<file path="config.mk">
export PLATFORM = sky130hd
export DESIGN_NAME = nrcp_cell
export DESIGN_NICKNAME = d
export VERILOG_FILES = /design/src/hw/rtl/nrcp_pkg.sv /design/src/hw/rtl/nrcp_cell.sv
export SDC_FILE = /design/constraint.sdc
export NUM_CORES = 1
export LEC_CHECK = 0
export ABC_CLOCK_PERIOD_IN_PS = 8400
export BUFFER_PORTS_ARGS = -buffer_cell sky130_fd_sc_hd__buf_4
export CORE_UTILIZATION = 52
export CTS_CLUSTER_SIZE = 8
export DETAILED_ROUTE_END_ITERATION = 7
export PLACE_DENSITY = 0.86
export SETUP_SLACK_MARGIN = 0.4
export SLEW_MARGIN = 20
export SYNTH_ARGS = -nofsm -noshare
export SYNTH_HDL_FRONTEND = slang
export SYNTH_SLANG_ARGS = --single-unit
</file>
<file path="constraint.sdc">
create_clock -name clk -period 8.4 [get_ports clk]
set_clock_uncertainty 0.1 [all_clocks]
set_input_delay 0.42 -clock clk [delete_from_list [all_inputs] [get_ports clk]]
set_output_delay 0.42 -clock clk [all_outputs]
set_load 0.05 [all_outputs]
</file>
<file path="src/hw/rtl/nrcp_pkg.sv">
`timescale 1ns / 1ps
// ----------------------------------------------------------------------------
// nrcp_pkg
// Shared types and constants for the normalized 64-bit reciprocal core.
// ----------------------------------------------------------------------------
package nrcp_pkg;

	// Width of the divisor field on the input stream.
	localparam int unsigned DIVISOR_W = 32;

	// Default number of divisor bits actually used.
	localparam int unsigned DIVISOR_BITS_DEFAULT = 32;

	// Number of quotient bits, one division cell per bit.
	localparam int unsigned QUO_BITS = 64;

	// Width of the status field.
	localparam int unsigned STATUS_W = 2;

	// Packed output beat widths: reciprocal, then status, padded to bytes.
	localparam int unsigned OUT_DATA_W = QUO_BITS + STATUS_W;
	localparam int unsigned OUT_TDATA_W = ((OUT_DATA_W + 7) / 8) * 8;

	typedef enum logic [STATUS_W-1:0] {
		STATUS_VALID = 2'd0,
		STATUS_ZERO  = 2'd1,
		STATUS_POW2  = 2'd2
	} status_t;

endpackage

</file>
<file path="src/hw/rtl/nrcp_cell.sv">
`timescale 1ns / 1ps
// ----------------------------------------------------------------------------
// nrcp_cell
// One restoring-division cell: brings down a zero bit of the dividend,
// produces one quotient bit and hands the item to the next cell.
// ----------------------------------------------------------------------------
module nrcp_cell #(
	parameter int unsigned DIVISOR_BITS = nrcp_pkg::DIVISOR_BITS_DEFAULT
) (
	input  logic                          clk,
	input  logic                          arst_n,
	input  logic                          in_valid,
	output logic                          in_ready,
	input  logic [DIVISOR_BITS-1:0]       in_dvsr,
	input  logic [DIVISOR_BITS-1:0]       in_rem,
	input  logic [nrcp_pkg::QUO_BITS-1:0] in_quo,
	input  nrcp_pkg::status_t             in_status,
	output logic                          out_valid,
	input  logic                          out_ready,
	output logic [DIVISOR_BITS-1:0]       out_dvsr,
	output logic [DIVISOR_BITS-1:0]       out_rem,
	output logic [nrcp_pkg::QUO_BITS-1:0] out_quo,
	output nrcp_pkg::status_t             out_status
);

	logic [DIVISOR_BITS:0]         trial;
	logic [DIVISOR_BITS:0]         diff;
	logic                          q_bit;
	logic [DIVISOR_BITS-1:0]       rem_next;
	logic                          valid_q;
	logic [DIVISOR_BITS-1:0]       dvsr_q;
	logic [DIVISOR_BITS-1:0]       rem_q;
	logic [nrcp_pkg::QUO_BITS-1:0] quo_q;
	nrcp_pkg::status_t             status_q;

	// For a nonzero divisor the partial remainder never exceeds the divisor, so
	// the difference and the kept value both fit in DIVISOR_BITS bits.
	always_comb begin
		trial    = {in_rem, 1'b0};
		diff     = trial - {1'b0, in_dvsr};
		q_bit    = (trial >= {1'b0, in_dvsr});
		rem_next = q_bit ? diff[DIVISOR_BITS-1:0] : trial[DIVISOR_BITS-1:0];
	end

	assign in_ready = !valid_q || out_ready;

	always_ff @(posedge clk or negedge arst_n) begin
		if (!arst_n) begin
			valid_q <= 1'b0;
		end else if (in_ready) begin
			valid_q <= in_valid;
		end
	end

	always_ff @(posedge clk) begin
		if (in_valid && in_ready) begin
			dvsr_q   <= in_dvsr;
			rem_q    <= rem_next;
			quo_q    <= {in_quo[nrcp_pkg::QUO_BITS-2:0], q_bit};
			status_q <= in_status;
		end
	end

	assign out_valid  = valid_q;
	assign out_dvsr   = dvsr_q;
	assign out_rem    = rem_q;
	assign out_quo    = quo_q;
	assign out_status = status_q;

endmodule
</file>
==> run_summary.xml, run 1 <==
<?xml version="1.0" encoding="UTF-8"?>
<metrics>
  <group name="status">
    <metric name="run_status" unit="">completed</metric>
  </group>
  <group name="floorplan">
    <metric name="floorplan_die_area" unit="µm²">12700</metric>
    <metric name="fp.dieW" unit="µm">113</metric>
    <metric name="core_region_area" unit="µm²">12000</metric>
    <metric name="ios" unit="">266</metric>
    <metric name="floorplan.initialDensity" unit="%">53.2</metric>
    <metric name="chipHeight" unit="µm">113</metric>
    <metric name="placement_rows" unit="">40</metric>
  </group>
  <group name="timing">
    <metric name="finalSetupViolations" unit="">0</metric>
    <metric name="final.period_utilization" unit="%">41.3</metric>
    <metric name="fmax" unit="MHz">288</metric>
    <metric name="fin_setup_tns" unit="ns">0</metric>
    <metric name="whs" unit="ns">0.0756</metric>
    <metric name="hold_viol" unit="">0</metric>
    <metric name="max-slew-margin-rel" unit="%">35.7</metric>
    <metric name="fin_crit" unit="ns">3.47</metric>
    <metric name="report.final.slew_viol_count" unit="">0</metric>
    <metric name="grt_setup_unrepaired" unit="">no</metric>
    <metric name="tightest_slew" unit="ns">0.964</metric>
  </group>
  <group name="min_path">
    <metric name="hold_path.startpoint" unit="">in_quo[23]</metric>
    <metric name="min_path_cells" unit="">1</metric>
    <metric name="hold_class" unit="">primary input to flip-flop</metric>
    <metric name="hold_path_end" unit="">out_quo[24]</metric>
  </group>
  <group name="setup_path">
    <metric name="setup.worst_path.end_class" unit="">flip-flop</metric>
    <metric name="worstRegToRegCells" unit="">3</metric>
    <metric name="worst_ep_required_time" unit="ns">8.47</metric>
    <metric name="ff2ff_setup_slack" unit="ns">5.84</metric>
    <metric name="critical_path.reg2reg.endpoint" unit="">out_quo[28]</metric>
    <metric name="reg2reg_from" unit="">out_valid</metric>
    <metric name="timing.setup.critical_path_class" unit="">primary input to flip-flop</metric>
    <metric name="crit_arrival" unit="ns">3.53</metric>
    <metric name="critPathLaunchType" unit="">primary input</metric>
    <metric name="worst_setup_sp" unit="">in_dvsr[2]</metric>
    <metric name="cp_max_fo" unit="">5</metric>
  </group>
  <group name="clock_network">
    <metric name="tritoncts" unit="">done</metric>
    <metric name="tritoncts.num_buffers" unit="">17</metric>
    <metric name="root_buffer" unit="">clkbuf_16</metric>
    <metric name="clk_path_buf_depth" unit="">2</metric>
    <metric name="clock_slew_at_the_register_clock_pins_of_the_worst_setup_and_hold_paths" unit="ns">0.06</metric>
    <metric name="clock_sinks" unit="">131</metric>
    <metric name="ctsResizeCount" unit="">0</metric>
    <metric name="clock_insertion_delay_at_the_later_pin_of_the_skew_report" unit="ns">0.41</metric>
    <metric name="cts-htree-levels" unit="">4</metric>
  </group>
  <group name="synth">
    <metric name="synthesis.area_per_instance" unit="µm²">14.0</metric>
    <metric name="synth_enable_flop_cells" unit="">130</metric>
    <metric name="syn-instance-count" unit="">454</metric>
    <metric name="yosys_warnings" unit="">0</metric>
    <metric name="mappedNetlistArea" unit="µm²">6360</metric>
    <metric name="synth.ff_latch_count" unit="">131</metric>
    <metric name="postSynth.topFlopCell" unit="">edfxtp_1</metric>
    <metric name="synth-seq-area-share" unit="%">61.7</metric>
    <metric name="yosysUniqueCellTypes" unit="">57</metric>
    <metric name="async_flop_share" unit="%">0.763</metric>
    <metric name="synthesis.nets" unit="">621</metric>
  </group>
  <group name="pwr">
    <metric name="worst_ir_drop_on_vdd" unit="µV">91.3</metric>
    <metric name="leakagePower" unit="nW">3.99</metric>
    <metric name="power_density" unit="nW/µm²">225</metric>
  </group>
  <group name="global_route">
    <metric name="grt_usage" unit="%">28.6</metric>
    <metric name="largest_net_degree_at_the_start_of_global_routing" unit="">78</metric>
    <metric name="wire_length_of_the_first_global_routing_pass" unit="µm">27000</metric>
    <metric name="grt_antenna_before_repair" unit="">0</metric>
    <metric name="grt_overflow" unit="">0</metric>
    <metric name="grt_pass1_vias" unit="">4986</metric>
  </group>
  <group name="layout">
    <metric name="diodes" unit="">0</metric>
    <metric name="final_layout_size_suffix_gt1_share" unit="%">45.1</metric>
    <metric name="multi_input_combinational_cell_area" unit="µm²">2200</metric>
    <metric name="nets" unit="">893</metric>
    <metric name="layout.area.seq" unit="µm²">3930</metric>
    <metric name="fill_cell_total_of_the_finished_layout" unit="">719</metric>
    <metric name="signed_area_change_from_the_synthesized_netlist_to_the_final_layout" unit="%">42.1</metric>
  </group>
  <group name="drt">
    <metric name="drt_drc_violations_left" unit="">0</metric>
    <metric name="route.detailed.wl_per_inst" unit="µm">20.5</metric>
    <metric name="drt_first_iter_violations" unit="">435</metric>
    <metric name="firstDrtPassIters" unit="">5</metric>
    <metric name="finalWirelength" unit="µm">18100</metric>
    <metric name="routed_via_density" unit="">5.61</metric>
    <metric name="routed-via-count" unit="">4966</metric>
    <metric name="drtAntennaViolNets" unit="">0</metric>
  </group>
  <group name="placement">
    <metric name="gp_congestion" unit="">0.885</metric>
    <metric name="hpwlAfterDp" unit="µm">13300</metric>
    <metric name="place.port_buffers" unit="">264</metric>
  </group>
  <group name="run">
    <metric name="max-cap-violations" unit="">0</metric>
  </group>
</metrics>
[flip-flops by register name, indices dropped and copies added, names as in the netlist]
name	cells
out_quo	64
out_dvsr	32
out_rem	32
out_status	2
out_valid	1
[layout by cell type, fill, tap and decap left out, types with 3 or more instances in the layout]
cell type  Yosys  layout
edfxtp_1     130     130
nor2_1        18      18
o211ai_1       4       4
clkbuf_16      0      17
buf_4          0     265
a21o_1        15      15
o21ai_0       18      18
nand4_1       12      12
mux2_4        19      19
nand3_1        6       6
xor2_1        11      11
a21boi_0       4       4
o21a_1         7       7
and3_1         3       3
inv_1         35      35
a211oi_1       3       3
ha_1          32      32
nand2b_1       5       5
a31oi_1        4       4
and2_1         5       4
o31ai_1        6       6
xnor2_1       14      14
mux2_2         8       8
or3_1          3       3
a21oi_1       23      23
clkinv_2       0       3
nor2b_1        4       4
bufinv_16      0       3
clkinv_4       0       4
nor3_1         4       4
nand2_1       15      15
[cells in the mapped netlist, types with 4 or more instances]
| library cell | n | area (µm²) |
|---|---|---|
| clkbuf_1 | 9 | 33.8 |
| xnor2_1 | 14 | 123 |
| nand2_1 | 15 | 56.3 |
| nor3_1 | 4 | 20.0 |
| ha_1 | 32 | 400 |
| nand3_1 | 6 | 30.0 |
| mux2_2 | 8 | 90.1 |
| a21oi_1 | 23 | 115 |
| edfxtp_1 | 130 | 3900 |
| nor2_1 | 18 | 67.6 |
| o211ai_1 | 4 | 30.0 |
| a31oi_1 | 4 | 25.0 |
| nand4_1 | 12 | 75.1 |
| xor2_1 | 11 | 96.3 |
| nor2b_1 | 4 | 25.0 |
| inv_1 | 35 | 131 |
| o31ai_1 | 6 | 45.0 |
| a21boi_0 | 4 | 30.0 |
| o21ai_0 | 18 | 90.1 |
| and2_1 | 5 | 31.3 |
| o21a_1 | 7 | 52.6 |
| a21o_1 | 15 | 113 |
| nand2b_1 | 5 | 31.3 |
| mux2_4 | 19 | 285 |
[per-layer routing]
| metal | part of all wire (%) | up-vias | GRT usage [%] |
|---|---|---|---|
| met5 | 0 | - | 0 |
| met2 | 53 | 236 | 51.7 |
| met3 | 9.6 | 49 | 10.4 |
| met4 | 3.8 | 0 | 15.4 |
| li1 | - | 2268 | - |
| met1 | 34 | 2413 | 28.6 |
[where the power goes]
group	internal, mW	switching [mW]	total (mW)
Clock	0.463	0.278	0.742
Sequential	0.781	0.0138	0.794
Combinational	0.192	0.310	0.502
Total	1.44	0.602	2.04
[cell families (layout without fill, tap and decap cells)]
family,after synthesis,count (layout),share of synthesized area [%]
xor gates and xnor gates,25,25,3.44
DFF,131,131,61.7
buffers and inverters,49,333,3.77
and+or+nand+nor,85,85,7.19
AOI/OAI and AO/OA,102,102,11.0
adders and majority gates,33,33,6.61
muxes,29,29,6.21
[cell type report]
type	count	area share (%)
clock buffers	17	4.70
repair buffers	266	22.1
flip-flops and latches	131	43.4
clock inverters	14	1.81
inverters	36	1.58
multi-input cells	274	24.3
well taps	147	2.03
[critical path: stages]
cell	delay [ns]
buf_4	0.08
inv_1	0.04
ha_1	0.35
nor2b_1	0.18
o31a_1	0.28
o31ai_1	0.78
o21ai_0	0.27
a21boi_0	0.50
o21ai_0	0.20
xor2_1	0.18
mux2_4	0.26
[worst max path at each step]
stage	to	slack, ns	cells past startpoint
final	out_rem[20]	4.93	11
after floorplan	out_dvsr[0]	3.67	2
after global placement	out_rem[30]	4.59	11
after CTS	out_rem[20]	5.02	11
after global routing	out_rem[20]	4.70	11
after detailed placement	out_rem[20]	4.59	11
[through the flow]
step	area (µm²)	cells	power [mW]	utilization, %	setup WS (ns)
floorplan	6360	454	1.15	-	3.67
global placement	8440	853	1.29	70.6	4.59
finish	9040	885	2.04	75.6	4.93
detailed placement	8440	853	1.30	70.6	4.59
CTS	9040	885	2.05	75.6	5.02
global route	9040	885	2.10	75.6	4.70
[timing repair]
action,CTS,global route
hold buffers,1,0
buffers inserted,0,0
endpoints found under the hold margin,1,0
Note: power is estimated with default switching activity, not from simulation.
==> inputs of run 2 (changes only) <==
--- a/config.mk
+++ b/config.mk
@@ -5,12 +5,12 @@
 export SDC_FILE = /design/constraint.sdc
 export NUM_CORES = 1
 export LEC_CHECK = 0
-export ABC_CLOCK_PERIOD_IN_PS = 8400
+export ABC_CLOCK_PERIOD_IN_PS = 3000
 export BUFFER_PORTS_ARGS = -buffer_cell sky130_fd_sc_hd__buf_4
-export CORE_UTILIZATION = 52
+export CORE_UTILIZATION = 44
 export CTS_CLUSTER_SIZE = 8
 export DETAILED_ROUTE_END_ITERATION = 7
-export PLACE_DENSITY = 0.86
+export PLACE_DENSITY = 0.77
 export SETUP_SLACK_MARGIN = 0.4
 export SLEW_MARGIN = 20
 export SYNTH_ARGS = -nofsm -noshare
==> constraint.sdc (replaced) <==
create_clock -name clk -period 3 [get_ports clk]
set_clock_uncertainty 0.1 [all_clocks]
set_input_delay 0.15 -clock clk [delete_from_list [all_inputs] [get_ports clk]]
set_output_delay 0.15 -clock clk [all_outputs]
set_load 0.05 [all_outputs]
==> run 2 against run 1 <==
Net effect:
- die area is 18% higher
- first-iteration DRC count stayed put
- clock power grew to 3.0 times the previous value
- utilization is 1.9 points higher
- highest routed layer unchanged
- global-route usage is 1.6 points higher
- final area is 20% higher
- non-clock buffer count is 165 higher
- wire length is 25% higher
- flip-flop and latch count stayed put
- combinational power grew to 3.4 times the previous value
- count of clock-buffer cells in the layout is 1 higher
- sequential power grew to 2.8 times the previous value
==> run_summary.xml, run 2 (same netlist as run 1, synthesis figures left out) <==
<?xml version="1.0" encoding="UTF-8"?>
<metrics>
  <group name="drt">
    <metric name="firstDrtPassIters" unit="">7</metric>
    <metric name="finalWirelength" unit="µm">22600</metric>
    <metric name="routed-via-count" unit="">5723</metric>
    <metric name="drt_drc_violations_left" unit="">0</metric>
    <metric name="drtAntennaViolNets" unit="">0</metric>
    <metric name="route.detailed.wl_per_inst" unit="µm">20.9</metric>
    <metric name="routed_via_density" unit="">5.28</metric>
    <metric name="drt_first_iter_violations" unit="">435</metric>
  </group>
  <group name="global_route">
    <metric name="grt_overflow" unit="">0</metric>
    <metric name="largest_net_degree_at_the_start_of_global_routing" unit="">48</metric>
    <metric name="grt_pass1_vias" unit="">5885</metric>
    <metric name="grt_antenna_before_repair" unit="">0</metric>
    <metric name="wire_length_of_the_first_global_routing_pass" unit="µm">32800</metric>
    <metric name="grt_usage" unit="%">30.2</metric>
  </group>
  <group name="timing">
    <metric name="finalWorstSetupSlack" unit="ns">0.398</metric>
    <metric name="final.period_utilization" unit="%">86.7</metric>
    <metric name="max-slew-margin-rel" unit="%">55.3</metric>
    <metric name="hold_viol" unit="">0</metric>
    <metric name="grt_setup_unrepaired" unit="">yes</metric>
    <metric name="tightest_slew" unit="ns">0.670</metric>
    <metric name="fmax" unit="MHz">384</metric>
    <metric name="fin_crit" unit="ns">2.60</metric>
    <metric name="report.final.slew_viol_count" unit="">0</metric>
    <metric name="finalSetupViolations" unit="">0</metric>
  </group>
  <group name="min_path">
    <metric name="hold_path_end" unit="">out_rem[1]</metric>
    <metric name="hold_class" unit="">primary input to flip-flop</metric>
    <metric name="min_path_cells" unit="">3</metric>
    <metric name="hold_path.startpoint" unit="">in_rem[0]</metric>
  </group>
  <group name="setup_path">
    <metric name="crit_arrival" unit="ns">2.67</metric>
    <metric name="cp_max_fo" unit="">28</metric>
    <metric name="setup.worst_path.end_class" unit="">flip-flop</metric>
    <metric name="worstRegToRegCells" unit="">3</metric>
    <metric name="critical_path.reg2reg.endpoint" unit="">out_rem[24]</metric>
    <metric name="ff2ff_setup_slack" unit="ns">1.11</metric>
    <metric name="worst_ep_required_time" unit="ns">3.07</metric>
    <metric name="reg2reg_from" unit="">out_valid</metric>
    <metric name="critPathLaunchType" unit="">primary input</metric>
    <metric name="timing.setup.critical_path_class" unit="">primary input to flip-flop</metric>
  </group>
  <group name="pwr">
    <metric name="p_sw_share" unit="%">30.0</metric>
    <metric name="switching_component_of_the_power" unit="mW">1.84</metric>
    <metric name="p_comb_share" unit="%">27.5</metric>
    <metric name="pwr-share-clk" unit="%">36.1</metric>
    <metric name="power.sequential.fraction" unit="%">36.4</metric>
    <metric name="worst_ir_drop_on_vdd" unit="µV">401</metric>
    <metric name="power_density" unit="nW/µm²">566</metric>
    <metric name="cell_internal_power" unit="mW">4.30</metric>
    <metric name="leakagePower" unit="nW">4.73</metric>
  </group>
  <group name="placement">
    <metric name="hpwlAfterDp" unit="µm">13600</metric>
    <metric name="place.port_buffers" unit="">264</metric>
    <metric name="dp_slack" unit="ns">-0.0281</metric>
    <metric name="gp_congestion" unit="">0.886</metric>
  </group>
  <group name="clock_network">
    <metric name="clock_slew_at_the_register_clock_pins_of_the_worst_setup_and_hold_paths" unit="ns">0.06</metric>
    <metric name="clock_insertion_delay_at_the_later_pin_of_the_skew_report" unit="ns">0.42</metric>
    <metric name="tritoncts" unit="">done</metric>
    <metric name="clk_path_buf_depth" unit="">2</metric>
    <metric name="cts-htree-levels" unit="">4</metric>
    <metric name="tritoncts.num_buffers" unit="">17</metric>
    <metric name="root_buffer" unit="">clkbuf_16</metric>
    <metric name="clock_sinks" unit="">131</metric>
  </group>
  <group name="layout">
    <metric name="fill_cell_total_of_the_finished_layout" unit="">819</metric>
    <metric name="largest_reg_flops" unit="">64</metric>
    <metric name="layout.core_utilization" unit="%">77.5</metric>
    <metric name="signed_area_change_from_the_synthesized_netlist_to_the_final_layout" unit="%">70.4</metric>
    <metric name="diodes" unit="">0</metric>
    <metric name="layout_commonest_cell" unit="">buf_4</metric>
    <metric name="final_layout_size_suffix_gt1_share" unit="%">42.3</metric>
    <metric name="nets" unit="">1058</metric>
    <metric name="final_cell_mix" unit="">buf_4, dlygate4sd3_1, edfxtp_1</metric>
  </group>
  <group name="floorplan">
    <metric name="floorplan.initialDensity" unit="%">45.5</metric>
    <metric name="core_region_area" unit="µm²">14000</metric>
    <metric name="chipHeight" unit="µm">122</metric>
    <metric name="placement_rows" unit="">43</metric>
    <metric name="floorplan_die_area" unit="µm²">15000</metric>
    <metric name="ios" unit="">266</metric>
    <metric name="fp.dieW" unit="µm">122</metric>
  </group>
  <group name="status">
    <metric name="run_status" unit="">completed</metric>
  </group>
  <group name="run">
    <metric name="max-cap-violations" unit="">0</metric>
  </group>
</metrics>
-- run 2: cell types whose count changed in the layout (fill, tap and decap cells not counted), moves of 2 or more --
cell,change
buf_12,+3
buf_4,+32
clkinv_2,-2
clkinv_4,-2
dlygate4sd3_1,+130
ha_1,-6
ha_2,+2
ha_4,+4
o21ai_0,-2
o21ai_2,+2
-- run 2: how the worst max path moves through the flow --
| stage | startpoint | endpoint | slack [ns] | cells past startpoint |
|---|---|---|---|---|
| 2_1_floorplan | in_dvsr[10] | out_rem[10] | 0.20 | 13 |
| 3_3_place_gp | in_dvsr[10] | out_rem[23] | 0.03 | 11 |
| 3_5_place_dp | in_dvsr[10] | out_rem[23] | -0.03 | 11 |
| 4_1_cts | in_dvsr[0] | out_rem[9] | 0.41 | 10 |
| 5_1_grt | in_dvsr[0] | out_rem[4] | 0.32 | 10 |
| 6_report | in_dvsr[0] | out_rem[9] | 0.40 | 10 |
-- run 2: cell type report --
type | count | area, µm² | area share (%)
repair buffers | 431 | 3600 | 33.2
flip-flops and latches | 131 | 3930 | 36.2
inverters | 36 | 164 | 1.51
clock inverters | 13 | 183 | 1.68
multi-input cells | 274 | 2310 | 21.3
well taps | 180 | 225 | 2.08
clock buffers | 18 | 429 | 3.96
-- run 2: what timing repair did --
action                                  4_1_cts  5_1_grt
gates resized for setup                       0       12
endpoints found under the setup margin        0       28
hold buffers                                131        0
setup buffers                                 0        2
endpoints found under the hold margin       130        0
-- run 2: routing by layer --
| metal | track usage (%) | wire (µm) | vias to the layer above |
|---|---|---|---|
| met1 | 35.2 | 8500 | 2786 |
| met4 | 12.0 | 614 | 0 |
| li1 | - | - | 2591 |
| met5 | 0 | 0 | - |
| met3 | 6.41 | 1720 | 41 |
| met2 | 54.0 | 11800 | 305 |
-- run 2: critical path, stage by stage --
cell and delay [ns]:
buf_4 0.13, dlygate4sd3_1 0.59, inv_1 0.10, ha_1 0.15
nand3_1 0.10, or4_1 0.42, o22a_2 0.26, and3_4 0.23
inv_16 0.16, mux2_2 0.38
-- run 2: power groups by stage --
stage / Sequential [mW] / Clock (mW) / Combinational [mW]
CTS: 2.22 / 2.20 / 1.63
global route: 2.24 / 2.31 / 1.77
detailed placement: 2.26 / 0 / 1.48
floorplan: 2.68 / 0 / 0.543
global placement: 2.25 / 0 / 1.46
finish: 2.23 / 2.22 / 1.69
-- run 2: per-stage QoR --
step	TNS [ns]	total power, mW	instances	cell area, µm²	hold WS (ns)
2_1_floorplan	0	3.23	454	6450	-0.246
3_3_place_gp	0	3.71	919	8840	-0.175
3_5_place_dp	-0.0343	3.74	919	8840	-0.174
4_1_cts	0	6.05	1081	10800	0.0131
5_1_grt	0	6.32	1083	10800	0.0650
6_report	0	6.14	1083	10800	0.0448
